--- src/hts_pkg.sv ---
`timescale 1ns / 1ps
// Shared types and codes for the hysteresis thermostat.
// Used by hts_front, hts_back and the top level; depends on nothing else.
package hts_pkg;

   localparam int TEMP_W     = 16;
   localparam int LIMIT_W    = 12;
   localparam int DELAY_S_W  = 16;
   localparam int DELAY_MS_W = 26;
   localparam int TIME_W     = 32;
   localparam int CSR_ADDR_W = 3;
   localparam int CSR_DATA_W = 16;
   localparam int MS_PER_S   = 1000;

   localparam logic signed [TEMP_W-1:0] SETPOINT_RESET = 16'sd320;
   localparam logic [LIMIT_W-1:0]       BAND_RESET     = 12'd8;
   localparam logic [LIMIT_W-1:0]       LIMIT_RESET    = 12'd80;

   typedef enum logic [CSR_ADDR_W-1:0] {
      CSR_MODE        = 3'd0,
      CSR_PROBE       = 3'd1,
      CSR_CHAMBER_EN  = 3'd2,
      CSR_SETPOINT    = 3'd3,
      CSR_BAND        = 3'd4,
      CSR_LIMIT       = 3'd5,
      CSR_HEAT_DELAY  = 3'd6,
      CSR_COOL_DELAY  = 3'd7
   } csr_addr_type;

   typedef enum logic [1:0] {
      MODE_NONE       = 2'd0,
      MODE_UNSUP      = 2'd1,
      MODE_THERMOSTAT = 2'd2,
      MODE_RESERVED   = 2'd3
   } mode_type;

   typedef enum logic [1:0] {
      PROBE_BEER     = 2'd0,
      PROBE_CHAMBER  = 2'd1,
      PROBE_OTHER    = 2'd2,
      PROBE_RESERVED = 2'd3
   } probe_type;

   typedef enum logic [2:0] {
      STATUS_NONE    = 3'd0,
      STATUS_IDLE    = 3'd1,
      STATUS_HEATING = 3'd2,
      STATUS_COOLING = 3'd3,
      STATUS_FAULT   = 3'd4
   } status_type;

   typedef enum logic [3:0] {
      REASON_NO_CONFIG  = 4'd0,
      REASON_MODE       = 4'd1,
      REASON_MISSING    = 4'd2,
      REASON_INVALID    = 4'd3,
      REASON_STALE      = 4'd4,
      REASON_BAND       = 4'd5,
      REASON_BELOW      = 4'd6,
      REASON_HEAT_DELAY = 4'd7,
      REASON_HIGH_LIMIT = 4'd8,
      REASON_ABOVE      = 4'd9,
      REASON_COOL_DELAY = 4'd10,
      REASON_LOW_LIMIT  = 4'd11,
      REASON_EXCLUSION  = 4'd12
   } reason_type;

   typedef enum logic [2:0] {
      FAULT_NONE            = 3'd0,
      FAULT_MODE            = 3'd1,
      FAULT_BEER_MISSING    = 3'd2,
      FAULT_BEER_INVALID    = 3'd3,
      FAULT_BEER_STALE      = 3'd4,
      FAULT_CHAMBER_MISSING = 3'd5,
      FAULT_CHAMBER_INVALID = 3'd6,
      FAULT_CHAMBER_STALE   = 3'd7
   } fault_type;

   typedef struct packed {
      logic [TIME_W-1:0]        now_ms;
      logic                     beer_present;
      logic                     beer_ok;
      logic                     beer_stale;
      logic signed [TEMP_W-1:0] beer_temp;
      logic                     chamber_present;
      logic                     chamber_ok;
      logic                     chamber_stale;
      logic signed [TEMP_W-1:0] chamber_temp;
      logic                     heat_switch_ok;
      logic                     cool_switch_ok;
   } req_type;

   // Classified tick, handed from the front end to the relay stage
   typedef struct packed {
      logic [TIME_W-1:0]     now_ms;
      fault_type             fault;
      reason_type            reason;
      status_type            status;
      logic                  auto_active;
      logic                  heat_req;
      logic                  cool_req;
      logic                  heat_block;
      logic                  cool_block;
      logic [DELAY_MS_W-1:0] heat_delay_ms;
      logic [DELAY_MS_W-1:0] cool_delay_ms;
      logic                  heat_switch_ok;
      logic                  cool_switch_ok;
   } cls_type;

   typedef struct packed {
      logic       heat_command;
      logic       cool_command;
      logic       heater_active;
      logic       cooler_active;
      logic       auto_active;
      status_type status_code;
      reason_type reason_code;
      fault_type  fault_code;
   } rsp_type;

endpackage

--- src/hts_queue.sv ---
`timescale 1ns / 1ps
// Small first-in first-out queue of register slots.
// Generic; no package dependency.
module hts_queue #(
   parameter int WIDTH = 8,
   parameter int DEPTH = 2
) (
   input  logic             clock,
   input  logic             reset,
   input  logic             push,
   input  logic [WIDTH-1:0] push_data,
   output logic             full,
   input  logic             pop,
   output logic [WIDTH-1:0] pop_data,
   output logic             empty
);

   localparam int PTR_W = (DEPTH > 1) ? $clog2(DEPTH) : 1;
   localparam int CNT_W = $clog2(DEPTH + 1);

   logic [WIDTH-1:0] slot_ff [DEPTH];
   logic [PTR_W-1:0] wr_ptr_ff, wr_ptr_in;
   logic [PTR_W-1:0] rd_ptr_ff, rd_ptr_in;
   logic [CNT_W-1:0] count_ff, count_in;
   logic             do_push;
   logic             do_pop;

   assign full     = (count_ff == CNT_W'(DEPTH));
   assign empty    = (count_ff == '0);
   assign do_push  = push && !full;
   assign do_pop   = pop && !empty;
   assign pop_data = slot_ff[rd_ptr_ff];

   always_comb begin
      wr_ptr_in = wr_ptr_ff;
      rd_ptr_in = rd_ptr_ff;
      count_in  = count_ff;
      if (do_push) begin
         wr_ptr_in = (wr_ptr_ff == PTR_W'(DEPTH - 1)) ? '0 : wr_ptr_ff + 1'b1;
      end
      if (do_pop) begin
         rd_ptr_in = (rd_ptr_ff == PTR_W'(DEPTH - 1)) ? '0 : rd_ptr_ff + 1'b1;
      end
      if (do_push && !do_pop) begin
         count_in = count_ff + 1'b1;
      end else if (do_pop && !do_push) begin
         count_in = count_ff - 1'b1;
      end
   end

   always_ff @(posedge clock) begin
      if (reset) begin
         wr_ptr_ff <= '0;
         rd_ptr_ff <= '0;
         count_ff  <= '0;
      end else begin
         wr_ptr_ff <= wr_ptr_in;
         rd_ptr_ff <= rd_ptr_in;
         count_ff  <= count_in;
      end
   end

   always_ff @(posedge clock) begin
      if (do_push) begin
         slot_ff[wr_ptr_ff] <= push_data;
      end
   end

endmodule

--- src/hts_front.sv ---
`timescale 1ns / 1ps
// Front end: configuration registers, mode and probe checks, band and limit demand.
// Depends on hts_pkg.
module hts_front (
   input  logic                               clock,
   input  logic                               reset,
   input  logic                               csr_wr_en,
   input  logic [hts_pkg::CSR_ADDR_W-1:0]     csr_addr,
   input  logic [hts_pkg::CSR_DATA_W-1:0]     csr_wr_data,
   input  hts_pkg::req_type                   req,
   output hts_pkg::cls_type                   cls
);

   hts_pkg::mode_type                   mode_ff;
   hts_pkg::probe_type                  probe_ff;
   logic                                chamber_en_ff;
   logic signed [hts_pkg::TEMP_W-1:0]   setpoint_ff;
   logic [hts_pkg::LIMIT_W-1:0]         band_ff;
   logic [hts_pkg::LIMIT_W-1:0]         limit_ff;
   logic [hts_pkg::DELAY_S_W-1:0]       heat_delay_ff;
   logic [hts_pkg::DELAY_S_W-1:0]       cool_delay_ff;

   always_ff @(posedge clock) begin
      if (reset) begin
         mode_ff       <= hts_pkg::MODE_NONE;
         probe_ff      <= hts_pkg::PROBE_BEER;
         chamber_en_ff <= 1'b0;
         setpoint_ff   <= hts_pkg::SETPOINT_RESET;
         band_ff       <= hts_pkg::BAND_RESET;
         limit_ff      <= hts_pkg::LIMIT_RESET;
         heat_delay_ff <= '0;
         cool_delay_ff <= '0;
      end else if (csr_wr_en) begin
         unique case (csr_addr)
            hts_pkg::CSR_MODE:       mode_ff       <= hts_pkg::mode_type'(csr_wr_data[1:0]);
            hts_pkg::CSR_PROBE:      probe_ff      <= hts_pkg::probe_type'(csr_wr_data[1:0]);
            hts_pkg::CSR_CHAMBER_EN: chamber_en_ff <= csr_wr_data[0];
            hts_pkg::CSR_SETPOINT:   setpoint_ff   <= signed'(csr_wr_data);
            hts_pkg::CSR_BAND:       band_ff       <= csr_wr_data[hts_pkg::LIMIT_W-1:0];
            hts_pkg::CSR_LIMIT:      limit_ff      <= csr_wr_data[hts_pkg::LIMIT_W-1:0];
            hts_pkg::CSR_HEAT_DELAY: heat_delay_ff <= csr_wr_data;
            hts_pkg::CSR_COOL_DELAY: cool_delay_ff <= csr_wr_data;
            default: ;
         endcase
      end
   end

   logic                              use_chamber;
   logic                              p_present;
   logic                              p_ok;
   logic                              p_stale;
   logic signed [hts_pkg::TEMP_W-1:0] p_temp;
   logic signed [17:0]                sp_x;
   logic signed [17:0]                band_x;
   logic signed [17:0]                limit_x;
   logic signed [17:0]                temp_x;
   logic signed [17:0]                ch_x;
   logic                              heat_dem;
   logic                              cool_dem;
   logic                              limit_on;

   always_comb begin
      use_chamber = (probe_ff == hts_pkg::PROBE_CHAMBER) && chamber_en_ff;
      p_present   = use_chamber ? req.chamber_present : req.beer_present;
      p_ok        = use_chamber ? req.chamber_ok      : req.beer_ok;
      p_stale     = use_chamber ? req.chamber_stale   : req.beer_stale;
      p_temp      = use_chamber ? req.chamber_temp    : req.beer_temp;

      sp_x    = 18'(setpoint_ff);
      band_x  = signed'({6'b0, band_ff});
      limit_x = signed'({6'b0, limit_ff});
      temp_x  = 18'(p_temp);
      ch_x    = 18'(req.chamber_temp);

      heat_dem = temp_x < (sp_x - band_x);
      cool_dem = temp_x > (sp_x + band_x);
      limit_on = (probe_ff == hts_pkg::PROBE_BEER) && chamber_en_ff &&
                 req.chamber_present && req.chamber_ok && !req.chamber_stale;

      cls                = '0;
      cls.now_ms         = req.now_ms;
      cls.heat_switch_ok = req.heat_switch_ok;
      cls.cool_switch_ok = req.cool_switch_ok;
      cls.heat_delay_ms  = hts_pkg::DELAY_MS_W'(heat_delay_ff) *
                           hts_pkg::DELAY_MS_W'(hts_pkg::MS_PER_S);
      cls.cool_delay_ms  = hts_pkg::DELAY_MS_W'(cool_delay_ff) *
                           hts_pkg::DELAY_MS_W'(hts_pkg::MS_PER_S);
      cls.fault          = hts_pkg::FAULT_NONE;
      cls.reason         = hts_pkg::REASON_NO_CONFIG;
      cls.status         = hts_pkg::STATUS_NONE;

      if (mode_ff == hts_pkg::MODE_NONE) begin
         cls.reason = hts_pkg::REASON_NO_CONFIG;
      end else if (mode_ff != hts_pkg::MODE_THERMOSTAT) begin
         cls.fault  = hts_pkg::FAULT_MODE;
         cls.reason = hts_pkg::REASON_MODE;
      end else if (!p_present) begin
         cls.fault  = use_chamber ? hts_pkg::FAULT_CHAMBER_MISSING
                                  : hts_pkg::FAULT_BEER_MISSING;
         cls.reason = hts_pkg::REASON_MISSING;
         cls.status = hts_pkg::STATUS_FAULT;
      end else if (!p_ok) begin
         cls.fault  = use_chamber ? hts_pkg::FAULT_CHAMBER_INVALID
                                  : hts_pkg::FAULT_BEER_INVALID;
         cls.reason = hts_pkg::REASON_INVALID;
         cls.status = hts_pkg::STATUS_FAULT;
      end else if (p_stale) begin
         cls.fault  = use_chamber ? hts_pkg::FAULT_CHAMBER_STALE
                                  : hts_pkg::FAULT_BEER_STALE;
         cls.reason = hts_pkg::REASON_STALE;
         cls.status = hts_pkg::STATUS_FAULT;
      end else begin
         cls.auto_active = 1'b1;
         cls.status      = hts_pkg::STATUS_IDLE;
         cls.reason      = hts_pkg::REASON_BAND;
         // chamber too far the other way blocks the demand
         cls.heat_block  = limit_on && heat_dem && (ch_x >= (sp_x + limit_x));
         cls.cool_block  = limit_on && cool_dem && (ch_x <= (sp_x - limit_x));
         cls.heat_req    = heat_dem && !cls.heat_block;
         cls.cool_req    = cool_dem && !cls.cool_block;
      end
   end

endmodule

--- src/hts_back.sv ---
`timescale 1ns / 1ps
// Back end: minimum off-time checks, heat priority and relay state tracking.
// Depends on hts_pkg.
module hts_back (
   input  logic             clock,
   input  logic             reset,
   input  logic             cls_valid,
   input  hts_pkg::cls_type cls,
   output logic             cls_pop,
   input  logic             rsp_full,
   output logic             rsp_push,
   output hts_pkg::rsp_type rsp
);

   logic                        heater_on_ff, heater_on_in;
   logic                        cooler_on_ff, cooler_on_in;
   logic [hts_pkg::TIME_W-1:0]  heater_off_ff, heater_off_in;
   logic [hts_pkg::TIME_W-1:0]  cooler_off_ff, cooler_off_in;

   logic                        fire;
   logic                        heat_ok;
   logic                        cool_ok;
   logic                        hc;
   logic                        cc;
   hts_pkg::status_type         status;
   hts_pkg::reason_type         reason;

   assign fire     = cls_valid && !rsp_full;
   assign cls_pop  = fire;
   assign rsp_push = fire;

   always_comb begin
      heat_ok = (cls.now_ms - heater_off_ff) >= hts_pkg::TIME_W'(cls.heat_delay_ms);
      cool_ok = (cls.now_ms - cooler_off_ff) >= hts_pkg::TIME_W'(cls.cool_delay_ms);
      status  = cls.status;
      reason  = cls.reason;
      hc      = 1'b0;
      cc      = 1'b0;

      if (cls.heat_req) begin
         if (heat_ok) begin
            hc     = 1'b1;
            status = hts_pkg::STATUS_HEATING;
            reason = hts_pkg::REASON_BELOW;
         end else begin
            reason = hts_pkg::REASON_HEAT_DELAY;
         end
      end else if (cls.heat_block) begin
         reason = hts_pkg::REASON_HIGH_LIMIT;
      end

      if (cls.cool_req) begin
         if (cool_ok) begin
            cc     = 1'b1;
            status = hts_pkg::STATUS_COOLING;
            reason = hts_pkg::REASON_ABOVE;
         end else if (!hc) begin
            reason = hts_pkg::REASON_COOL_DELAY;
         end
      end else if (cls.cool_block && !hc) begin
         reason = hts_pkg::REASON_LOW_LIMIT;
      end

      // heating wins
      if (hc && cc) begin
         cc     = 1'b0;
         status = hts_pkg::STATUS_HEATING;
         reason = hts_pkg::REASON_EXCLUSION;
      end

      // a fault leaves both commands low, so the relays simply head for off
      heater_on_in  = heater_on_ff;
      cooler_on_in  = cooler_on_ff;
      heater_off_in = heater_off_ff;
      cooler_off_in = cooler_off_ff;
      if ((hc != heater_on_ff) && cls.heat_switch_ok) begin
         heater_on_in = hc;
         if (!hc) begin
            heater_off_in = cls.now_ms;
         end
      end
      if ((cc != cooler_on_ff) && cls.cool_switch_ok) begin
         cooler_on_in = cc;
         if (!cc) begin
            cooler_off_in = cls.now_ms;
         end
      end
      if (hc && cooler_on_in && cls.cool_switch_ok) begin
         cooler_on_in  = 1'b0;
         cooler_off_in = cls.now_ms;
      end
      if (cc && heater_on_in && cls.heat_switch_ok) begin
         heater_on_in  = 1'b0;
         heater_off_in = cls.now_ms;
      end

      rsp.heat_command  = hc;
      rsp.cool_command  = cc;
      rsp.heater_active = heater_on_in;
      rsp.cooler_active = cooler_on_in;
      rsp.auto_active   = cls.auto_active;
      rsp.status_code   = status;
      rsp.reason_code   = reason;
      rsp.fault_code    = cls.fault;
   end

   always_ff @(posedge clock) begin
      if (reset) begin
         heater_on_ff  <= 1'b0;
         cooler_on_ff  <= 1'b0;
         heater_off_ff <= '0;
         cooler_off_ff <= '0;
      end else if (fire) begin
         heater_on_ff  <= heater_on_in;
         cooler_on_ff  <= cooler_on_in;
         heater_off_ff <= heater_off_in;
         cooler_off_ff <= cooler_off_in;
      end
   end

endmodule

--- src/hysteresis_thermostat_with_delays.sv ---
`timescale 1ns / 1ps
// Top level of the hysteresis thermostat with minimum relay off-times.
// Depends on hts_pkg, hts_queue, hts_front and hts_back.
//
// Usage:
//   Input channel (req_*): one control tick per item. Present the fields with
//   req_push high; the item is taken at an edge where req_full is low.
//   Result channel (rsp_*): one result per tick, oldest first, on the rsp_
//   field ports while rsp_empty is low; take it with rsp_pop.
//   Configuration (csr_*): csr_wr_en, csr_addr and csr_wr_data write one
//   register. Write only while no tick is in flight.
// Timing:
//   The front end classifies a tick in the cycle it is taken and parks it in
//   a small queue; unless the result queue is full, the relay stage retires
//   one tick per cycle from there into the result queue, whose head shows on
//   the rsp_ ports. The block sustains one tick per cycle unless stalled.
// Reset:
//   Registers return to their reset values, both relays read off with
//   last-off times of zero, and both queues are emptied.
// Stalls:
//   If rsp_pop stays low the result queue fills, then the middle queue, and
//   req_full rises; no item is lost or reordered.
module hysteresis_thermostat_with_delays #(
   parameter int MID_DEPTH = 2,
   parameter int RSP_DEPTH = 2
) (
   input  logic                           clock,
   input  logic                           reset,

   input  logic                           req_push,
   output logic                           req_full,
   input  logic [31:0]                    req_now_ms,
   input  logic                           req_beer_present,
   input  logic                           req_beer_ok,
   input  logic                           req_beer_stale,
   input  logic signed [15:0]             req_beer_temp,
   input  logic                           req_chamber_present,
   input  logic                           req_chamber_ok,
   input  logic                           req_chamber_stale,
   input  logic signed [15:0]             req_chamber_temp,
   input  logic                           req_heat_switch_ok,
   input  logic                           req_cool_switch_ok,

   output logic                           rsp_empty,
   input  logic                           rsp_pop,
   output logic                           rsp_heat_command,
   output logic                           rsp_cool_command,
   output logic                           rsp_heater_active,
   output logic                           rsp_cooler_active,
   output logic                           rsp_auto_active,
   output logic [2:0]                     rsp_status_code,
   output logic [3:0]                     rsp_reason_code,
   output logic [2:0]                     rsp_fault_code,

   input  logic                           csr_wr_en,
   input  logic [hts_pkg::CSR_ADDR_W-1:0] csr_addr,
   input  logic [hts_pkg::CSR_DATA_W-1:0] csr_wr_data
);

   hts_pkg::req_type req;
   hts_pkg::cls_type cls_in;
   hts_pkg::cls_type cls_head;
   hts_pkg::rsp_type rsp_new;
   hts_pkg::rsp_type rsp_head;
   logic             mid_empty;
   logic             mid_pop;
   logic             rsp_full;
   logic             rsp_push;

   always_comb begin
      req.now_ms          = req_now_ms;
      req.beer_present    = req_beer_present;
      req.beer_ok         = req_beer_ok;
      req.beer_stale      = req_beer_stale;
      req.beer_temp       = req_beer_temp;
      req.chamber_present = req_chamber_present;
      req.chamber_ok      = req_chamber_ok;
      req.chamber_stale   = req_chamber_stale;
      req.chamber_temp    = req_chamber_temp;
      req.heat_switch_ok  = req_heat_switch_ok;
      req.cool_switch_ok  = req_cool_switch_ok;
   end

   hts_front u_front (
      .clock       (clock),
      .reset       (reset),
      .csr_wr_en   (csr_wr_en),
      .csr_addr    (csr_addr),
      .csr_wr_data (csr_wr_data),
      .req         (req),
      .cls         (cls_in)
   );

   hts_queue #(
      .WIDTH ($bits(hts_pkg::cls_type)),
      .DEPTH (MID_DEPTH)
   ) u_mid_queue (
      .clock     (clock),
      .reset     (reset),
      .push      (req_push),
      .push_data (cls_in),
      .full      (req_full),
      .pop       (mid_pop),
      .pop_data  (cls_head),
      .empty     (mid_empty)
   );

   hts_back u_back (
      .clock     (clock),
      .reset     (reset),
      .cls_valid (!mid_empty),
      .cls       (cls_head),
      .cls_pop   (mid_pop),
      .rsp_full  (rsp_full),
      .rsp_push  (rsp_push),
      .rsp       (rsp_new)
   );

   hts_queue #(
      .WIDTH ($bits(hts_pkg::rsp_type)),
      .DEPTH (RSP_DEPTH)
   ) u_rsp_queue (
      .clock     (clock),
      .reset     (reset),
      .push      (rsp_push),
      .push_data (rsp_new),
      .full      (rsp_full),
      .pop       (rsp_pop),
      .pop_data  (rsp_head),
      .empty     (rsp_empty)
   );

   assign rsp_heat_command  = rsp_head.heat_command;
   assign rsp_cool_command  = rsp_head.cool_command;
   assign rsp_heater_active = rsp_head.heater_active;
   assign rsp_cooler_active = rsp_head.cooler_active;
   assign rsp_auto_active   = rsp_head.auto_active;
   assign rsp_status_code   = rsp_head.status_code;
   assign rsp_reason_code   = rsp_head.reason_code;
   assign rsp_fault_code    = rsp_head.fault_code;

endmodule
--- config.mk ---
export PLATFORM = sky130hd
export DESIGN_NAME = hysteresis_thermostat_with_delays
export DESIGN_NICKNAME = d
export VERILOG_FILES = /design/src/hts_pkg.sv /design/src/hts_queue.sv /design/src/hts_front.sv /design/src/hts_back.sv /design/src/hysteresis_thermostat_with_delays.sv
export SDC_FILE = /design/constraint.sdc
export NUM_CORES = 1
export LEC_CHECK = 0
export BUFFER_PORTS_ARGS = -buffer_cell sky130_fd_sc_hd__buf_2
export CORE_MARGIN = 5
export CORE_UTILIZATION = 65
export CTS_BUF_LIST = sky130_fd_sc_hd__clkbuf_4 sky130_fd_sc_hd__clkbuf_8
export DETAILED_ROUTE_END_ITERATION = 8
export PLACE_DENSITY = 0.91
export SLEW_MARGIN = 25
export SYNTH_ARGS = -nofsm -noshare
export SYNTH_HDL_FRONTEND = slang
export SYNTH_SLANG_ARGS = --single-unit
--- constraint.sdc ---
create_clock -name clock -period 15.9 [get_ports clock]
set_clock_uncertainty 0.2 [all_clocks]
set_input_delay 1.59 -clock clock [delete_from_list [all_inputs] [get_ports clock]]
set_output_delay 1.59 -clock clock [all_outputs]
set_load 0.005 [all_outputs]
* Word-level counts from Yosys, hierarchy flattened
Memories as Yosys holds them, arrays and structs flattened. A register that Yosys moved wholly into a read port is not among the register bits.
Cells that the tools add are included.
** Storage, ports and cells
- Register bits after elaboration :: 151
- RAM bits :: 220
- Input bits :: 96
- Output and inout port bits :: 17
- Logic and storage cells :: 179
- Memories :: 2
** Operators by class
- Add/subtract/negate cells :: 14
- Multipliers :: 2
- Order comparisons :: 6
- Equality and inequality tests :: 15
- Mux-type cells :: 63
- Reductions and logical operators :: 59
** Memory list
- u_mid_queue.slot_ff :: words 2, width 95, read ports 1, clocked after Yosys merged registers in 1, write ports 1, RTL line hts_queue.sv:21 : logic [WIDTH-1:0] slot_ff [DEPTH];
- u_rsp_queue.slot_ff :: words 2, width 15, read ports 1, clocked after Yosys merged registers in 1, write ports 1, RTL line hts_queue.sv:21
** Operator list (count)
- two-way mux 32 bit :: 6
- >= comparator 32 x 26 -> 1 bit :: 2
- subtractor 32 bit :: 2
- multiplier 16 x 7 -> 23 bit (second input constant) :: 2
- two-way mux 4 bit :: 9
- adder 16 x 13 -> 17 bit :: 2
- subtractor 16 x 13 -> 17 bit :: 2
- logical AND 1 bit :: 28
- two-way mux 3 bit :: 9
- two-way mux 1 bit :: 25
- two-way mux 10 bit :: 2
- >= comparator 16 x 17 -> 1 bit :: 1
- > comparator 16 x 17 -> 1 bit :: 1
- less-or-equal comparator 16 x 17 -> 1 bit :: 1
- less-than comparator 16 x 17 -> 1 bit :: 1
- two-way mux 16 bit :: 1
- two-way mux 8 bit :: 2
- AND reduction 2 bit :: 8
- two-way mux 5 bit :: 3
- equality test 3 bit (second input constant) :: 4
- logical NOT 1 bit :: 12
- two-way mux 2 bit :: 5
- logical NOT 2 bit :: 4
- nonzero test 2 bit :: 4
- 12 further kinds :: 23

* Depth between registers and ports, before layout
Gate-level depths: netlist of the first run.
- Depth after elaboration :: 14
- Gate-level depth with buffers :: 30
- Mapped depth without buffers :: 24

* Cells and area by module
Synthesis of the first run repeated with hierarchy kept, for this count alone.
** Unflattened totals
- Cells, all modules :: 2993
- Area total of the unflattened synthesis :: 29270.6 µm²
** Modules (own cells, without submodules)
- hts_front :: instances 1, cells an instance 1521, area an instance 12610.8 µm², seq. area each 1541.5 µm²
- hts_back :: instances 1, cells an instance 1060, area an instance 7823.8 µm², seq. area each 1321.3 µm²
- hts_queue at u_mid_queue :: instances 1, cells an instance 339, area an instance 7534.7 µm², seq. area each 6165.9 µm²
- hts_queue at u_rsp_queue :: instances 1, cells an instance 72, area an instance 1297.5 µm², seq. area each 1001.0 µm²
- hysteresis_thermostat_with_delays :: instances 1, cells an instance 1, area an instance 3.8 µm², seq. area each 0.0 µm²

* Least setup slack after synthesis of the first run
No wires, ideal clock.
- Path kind :: register -> register
- Start :: register with a tool-made name
- End :: register u_back.cooler_off_ff[10] (netlist name)
- Setup time :: 0.081 ns
- Data arrival time :: 6.868 ns
- Required time :: 15.619 ns
- Setup slack :: 8.751 ns
- Stages on the path, launching flop included :: 30
- Path buffers :: 6
- Period minus slack after synthesis :: 7.149 ns
- Cells stage by stage :: dfxtp_1 > clkbuf_1 > clkbuf_1 > clkbuf_1 > buf_1 > mux2i_1 > inv_1 > ha_1 > a21o_1 > or3_1 > o21a_1 > or2_1 > o21ai_2 > o21bai_1 > a21oi_1 > xnor2_1 > ha_1 > nand4_1 > nor2_1 > a2111oi_0 > o211ai_1 > a2111oi_0 > o22ai_1 > a211o_1 > a211oi_4 > o221ai_4 > and2_4 > buf_6 > buf_8 > a211oi_2
** RTL lines
- end signal: assignment :: RTL line hts_back.sv:117 : cooler_off_ff <= cooler_off_in;
- end: declaration :: RTL line hts_back.sv:18 : logic [hts_pkg::TIME_W-1:0] cooler_off_ff, cooler_off_in;

==> results.sh, run 1 <==
export IMPL_status="completed"
export IMPL_synth_seq_cells=367
export IMPL_p_total_mw=3.75
export IMPL_required_ns=16.18
export IMPL_synth_cell_types=83
export IMPL_track_usage_pct=29.6
export IMPL_die_area_um2=45700
export IMPL_hold_path_class="flip-flop to flip-flop"
export IMPL_setup_viol=0
export IMPL_globalRouteOverflowTotal=0
export IMPL_report_final_slew_viol_count=0
export IMPL_post_cts_buffers=0
export IMPL_area_growth_pct=8.33
export IMPL_max_slew_worst_pin_slew_ns=1.02
export IMPL_routed_via_density=6.22
export IMPL_final_util_pct=71.5
export IMPL_drt_pass1_iter_count=6
export IMPL_critPathKind="flip-flop to flip-flop"
export IMPL_setup_ws_ns=8.23
export IMPL_routedWlPerCell_um=20.0
export IMPL_htreeDepth=2
export IMPL_grt_pass1_vias=21400
export IMPL_rows=74
export IMPL_yosys_area_top_type_share_pct=23.8
export IMPL_yosysMostFrequentCell="ha_1"
export IMPL_nets=3343
export IMPL_synthTopCellsByCount="333 x ha_1, 276 x nand2_1, 248 x a21oi_1"
export IMPL_max_freq_mhz=130
export IMPL_insertion_delay_ns=0.67
export IMPL_path_max_fanout=32
export IMPL_die_w_um=214
export IMPL_clockBufferDepth=3
export IMPL_syn_inst=2707
export IMPL_wl_um=67800
export IMPL_dp_hpwl_um=51500
export IMPL_syn_avg_cell_area_um2=9.97
export IMPL_ir_drop_uv=73.3
export IMPL_yosys_warnings=0
export IMPL_p_leak_nw=12.3
export IMPL_cap_violations=0
export IMPL_start_util_pct=66.0
export IMPL_drc=0
export IMPL_timing_final_crit_share_pct=48.2
export IMPL_p_per_area_nw_per_um2=128
export IMPL_async_flop_share_pct=0
export IMPL_synthFlopType="edfxtp_1"
export IMPL_cp_end_kind="flip-flop"
export IMPL_grt_max_degree=79
export IMPL_clkTransAtPathRegs_ns=0.07
export IMPL_cts_tree="done"
export IMPL_root_buffer="clkbuf_8"
export IMPL_synth_cell_area_um2=27000
export IMPL_start_kind="flip-flop"
export IMPL_coreArea_um2=40900
export IMPL_fin_hold_ws_ns=0.276
export IMPL_slew_headroom_pct=32.0
export IMPL_die_h_um=214
export IMPL_yosysTopAreaCell="edfxtp_1"
export IMPL_ctsHoldBuffers=0
export IMPL_drive_above_1_share_pct=11.1
export IMPL_clock_sinks=367
export IMPL_vias=21100
export IMPL_io_pins=113
export IMPL_synth_area_top_cells="edfxtp_1 24%, ha_1 15%, dfxtp_1 11%"
export IMPL_ys_seq_area_share_pct=35.1
export IMPL_grt_pass1_wl_um=109000
export IMPL_grt_setup_unrepaired="false"
export IMPL_dp_slack_ns=7.90
export IMPL_report_final_hold_viol_count=0
export IMPL_synth_edf_count=214
export IMPL_arrival_ns=7.95
export IMPL_io_buffers=112
export IMPL_final_antenna_net_count=0
export IMPL_ctsResizeCount=0
export IMPL_setup_tns_ns=0
export IMPL_num_fill_cells=2811
export IMPL_cts_made_buffers=57
export IMPL_fin_crit_ns=7.67
export IMPL_syn_nets=3250
export IMPL_globalplace_congestion=0.966
export IMPL_antenna_found_initial=3
export IMPL_drt_initial_drc_count=2076
-- routing by layer --
metal / share of wire [%] / routed length, um / GRT usage [%] / up-vias
met3: 7.0 / 4730 / 4.04 / 201
met4: 4.0 / 2740 / 10.9 / 2
met5: 0.019 / 13 / 0 / -
met1: 41 / 27800 / 39.2 / 10100
li1: - / - / - / 9831
met2: 48 / 32400 / 49.9 / 910
-- per-stage QoR --
stage               std cells  cell area, um^2
floorplan                2707            27000
global placement         3271            27900
detailed placement       3272            27900
CTS                      3379            29200
global route             3381            29200
finish                   3384            29300
-- power by group --
part / total, mW / internal (mW) / switching (mW)
registers: 1.24 / 1.17 / 0.0674
clock network: 0.869 / 0.477 / 0.391
logic: 1.64 / 0.655 / 0.990
-- sequential cells by signal, indices dropped and copies added, names as in the netlist, named ones only --
register and flops:
u_mid_queue.slot_ff 184, u_back.cooler_off_ff 32, u_back.heater_off_ff 32, u_rsp_queue.slot_ff 30, u_front.cool_delay_ff 16, u_front.heat_delay_ff 16, u_front.setpoint_ff 16, u_front.band_ff 12
u_front.limit_ff 12, u_front.mode_ff 2, u_front.probe_ff 2, u_mid_queue.count_ff 2, u_rsp_queue.count_ff 2, u_back.cooler_on_ff 1, u_back.heater_on_ff 1, u_front.chamber_en_ff 1
u_mid_queue.rd_ptr_ff 1, u_mid_queue.wr_ptr_ff 1, u_rsp_queue.rd_ptr_ff 1, u_rsp_queue.wr_ptr_ff 1
-- cell usage in the layout, fill, tap and decap left out, types with 36 or more instances in the layout --
cell type	instances
ha_1	333
nand2_1	276
a21oi_1	248
inv_1	222
edfxtp_1	214
dfxtp_1	152
nor2_1	149
fa_1	114
buf_2	111
xnor2_1	104
o21ai_0	97
mux2i_1	91
clkbuf_8	66
a21o_1	50
a211oi_1	48
nand2b_1	42
nand3_1	37
xor2_1	36
-- path summary, 6_finish.rpt --
kind,startpoint,to,slack (ns),cells past startpoint
setup / recovery,flip-flop,u_back.cooler_off_ff[0],8.23,23
hold / removal,u_front.band_ff[8],u_front.band_ff[8],0.28,2
setup reg to reg,flip-flop,u_back.cooler_off_ff[0],8.23,23
hold reg to reg,u_front.band_ff[8],u_front.band_ff[8],0.28,2
-- final cells by class --
cell class	instances	area, um^2	area share [%]
repair buffers	123	678	2.32
clock buffers	78	998	3.41
clock inverters	29	262	0.894
inverters	222	833	2.85
well taps	532	666	2.28
multi-input cells	2029	16300	55.8
diodes	4	10.0	0.0342
flip-flops and latches	367	9490	32.5
-- worst max-delay path, stage by stage, from the launching register on --
cell	delay, ns
dfxtp_4	0.60
buf_4	0.54
mux2i_1	0.39
inv_1	0.13
ha_1	0.36
nor2b_1	0.15
o31a_1	0.26
o311ai_0	0.72
o2111ai_1	0.28
a31oi_1	0.30
o21ai_0	0.17
a31oi_1	0.25
xnor2_1	0.10
ha_1	0.23
a211oi_1	0.22
o21ai_0	0.11
a21oi_1	0.18
o22ai_1	0.10
or4_1	0.41
nor3_1	0.20
nand4_1	0.25
o221ai_4	0.48
and2_4	0.64
a211oi_2	0.16
-- logic make-up after synthesis --
kind of cell               synth area share (%)
DFF                                        35.1
muxes                                      4.37
buffers and inverters                      4.59
xor gates and xnor gates                   4.54
adders and majority gates                  23.9
AOI/OAI and AO/OA                          15.8
and+or+nand+nor                            11.7
(Power assumes the default switching activity.)
==> run 2: changes to the inputs <==
- clock period: 15.9 -> 7.6 ns (I/O delays scaled with it)
==> results.sh, run 2 (same netlist as run 1, synthesis figures left out) <==
export IMPL_status="completed"
export IMPL_arrival_ns=7.34
export IMPL_p_per_area_nw_per_um2=274
export IMPL_dpl_cell_area_um2=28000
export IMPL_die_w_um=214
export IMPL_required_ns=7.94
export IMPL_top_register="u_mid_queue.slot_ff"
export IMPL_grt_pass1_vias=21400
export IMPL_dp_hpwl_um=53000
export IMPL_io_buffers=112
export IMPL_timing_final_crit_share_pct=92.1
export IMPL_fin_hold_ws_ns=0.0955
export IMPL_coreArea_um2=40900
export IMPL_p_leak_nw=12.4
export IMPL_ir_drop_uv=166
export IMPL_insertion_delay_ns=0.66
export IMPL_report_final_slew_viol_count=0
export IMPL_internal_power_mw=4.93
export IMPL_drt_initial_drc_count=2298
export IMPL_r2r_end="u_back.heater_off_ff[12]"
export IMPL_track_usage_pct=29.8
export IMPL_root_buffer="clkbuf_8"
export IMPL_setup_viol=0
export IMPL_layout_common_cells="333 x ha_1, 276 x nand2_1, 248 x a21oi_1"
export IMPL_p_clk_share_pct=24.0
export IMPL_grt_pass1_wl_um=110000
export IMPL_worst_path_buf_inv=3
export IMPL_combPwrFrac_pct=43.7
export IMPL_vias=21100
export IMPL_num_fill_cells=2818
export IMPL_rows=74
export IMPL_routed_via_density=6.24
export IMPL_swShare_pct=38.7
export IMPL_cp_end_kind="flip-flop"
export IMPL_path_max_fanout=64
export IMPL_p_switching_mw=3.12
export IMPL_critPathKind="flip-flop to flip-flop"
export IMPL_cts_made_buffers=59
export IMPL_ff2ff_setup_slack_ns=0.60
export IMPL_io_pins=113
export IMPL_cp_endpoint="u_back.heater_off_ff[12]"
export IMPL_slowest_stage="dfxtp_4"
export IMPL_drive_above_1_share_pct=11.3
export IMPL_globalRouteOverflowTotal=0
export IMPL_ctsResizeCount=0
export IMPL_largest_register_ffs=184
export IMPL_drt_pass1_iter_count=6
export IMPL_crit_path_max_incr_delay_ns=0.62
export IMPL_ctsHoldBuffers=0
export IMPL_globalplace_congestion=0.982
export IMPL_slew_headroom_pct=33.5
export IMPL_pwr_share_seq_pct=32.3
export IMPL_drc=0
export IMPL_worstHoldStart="req_now_ms[5]"
export IMPL_grt_max_degree=79
export IMPL_nets=3346
export IMPL_post_cts_buffers=0
export IMPL_wl_um=69300
export IMPL_htreeDepth=2
export IMPL_routedWlPerCell_um=20.5
export IMPL_clkTransAtPathRegs_ns=0.07
export IMPL_reg_top3="u_mid_queue.slot_ff (184), u_back.cooler_off_ff (32), u_back.heater_off_ff (32)"
export IMPL_crit_family="compound AO/OA/AOI/OAI gates"
export IMPL_critical_path_depth=25
export IMPL_grt_setup_unrepaired="false"
export IMPL_cts_tree="done"
export IMPL_stdcell_area_um2=29300
export IMPL_hold_path_class="input port to flip-flop"
export IMPL_area_growth_pct=8.62
export IMPL_layout_commonest_cell="ha_1"
export IMPL_clockBufferDepth=3
export IMPL_antenna_found_initial=3
export IMPL_clock_sinks=367
export IMPL_max_slew_worst_pin_slew_ns=0.997
export IMPL_start_util_pct=66.0
export IMPL_start_kind="flip-flop"
export IMPL_setup_tns_ns=0
export IMPL_setup_ws_ns=0.599
export IMPL_max_freq_mhz=143
export IMPL_die_area_um2=45700
export IMPL_fin_crit_ns=7.00
export IMPL_dp_slack_ns=0.789
export IMPL_report_final_hold_viol_count=0
export IMPL_cap_violations=0
export IMPL_final_util_pct=71.7
export IMPL_final_antenna_net_count=0
export IMPL_r2r_cells=25
export IMPL_die_h_um=214
==> run 2: stage by stage <==
step / instances / total power, mW
after global placement: 3274 / 5.91
after global routing: 3385 / 8.49
after CTS: 3385 / 7.99
after floorplan: 2707 / 5.06
final: 3387 / 8.04
after detailed placement: 3274 / 6.05
==> run 2: worst min path at each step <==
stage	to	slack (ns)	cells past startpoint
2_1_floorplan	u_front.band_ff[10]	0.25	2
3_3_place_gp	u_front.band_ff[8]	0.26	2
3_5_place_dp	u_front.limit_ff[5]	0.27	2
4_1_cts	u_mid_queue.slot_ff[1][76]	0.04	1
5_1_grt	u_mid_queue.slot_ff[0][78]	0.07	1
6_report	u_mid_queue.slot_ff[0][68]	0.1	1
==> run 2: power by group through the flow <==
stage	combinational [mW]	sequential [mW]	clock, mW
6_report	3.51	2.60	1.93
5_1_grt	3.83	2.62	2.04
3_3_place_gp	3.30	2.61	0
3_5_place_dp	3.41	2.64	0
2_1_floorplan	2.48	2.58	0
4_1_cts	3.45	2.60	1.94
==> run 2: worst reg2reg max path, stage by stage, from the launching register on <==
cell	delay [ns]
dfxtp_4	0.62
mux2i_1	0.39
inv_1	0.16
ha_1	0.37
a21o_1	0.20
or3_1	0.32
o21a_1	0.21
or2_1	0.26
o21ai_2	0.25
o21bai_1	0.09
a21oi_1	0.18
xnor2_1	0.14
ha_1	0.26
nand4_1	0.13
nor2_1	0.08
a2111oi_0	0.43
o211ai_1	0.19
a2111oi_0	0.47
buf_4	0.18
o22ai_1	0.09
a211o_1	0.31
a211oi_4	0.36
o211a_2	0.26
buf_12	0.25
nor2_1	0.15
a211oi_1	0.34
==> run 2: final cells by class <==
cell class	count	area (um^2)	share of cell area [%]
Tap cell	532	666	2.27
Clock inverter	27	274	0.934
Timing Repair Buffer	124	666	2.27
Clock buffer	84	1090	3.71
Antenna cell	2	5.00	0.0171
Sequential cell	367	9490	32.4
Multi-Input combinational cell	2029	16300	55.6
Inverter	222	833	2.84
==> run 2: metal layers <==
layer  up-vias  share of wire (%)  track usage [%]  wire length, um
met5         -              0.010                0                7
met4         2                3.0             9.01             2050
met3       176                6.3             3.37             4350
met2       907                 49             52.0            33800
met1     10200                 42             39.5            29000
li1       9823                  -                -                -
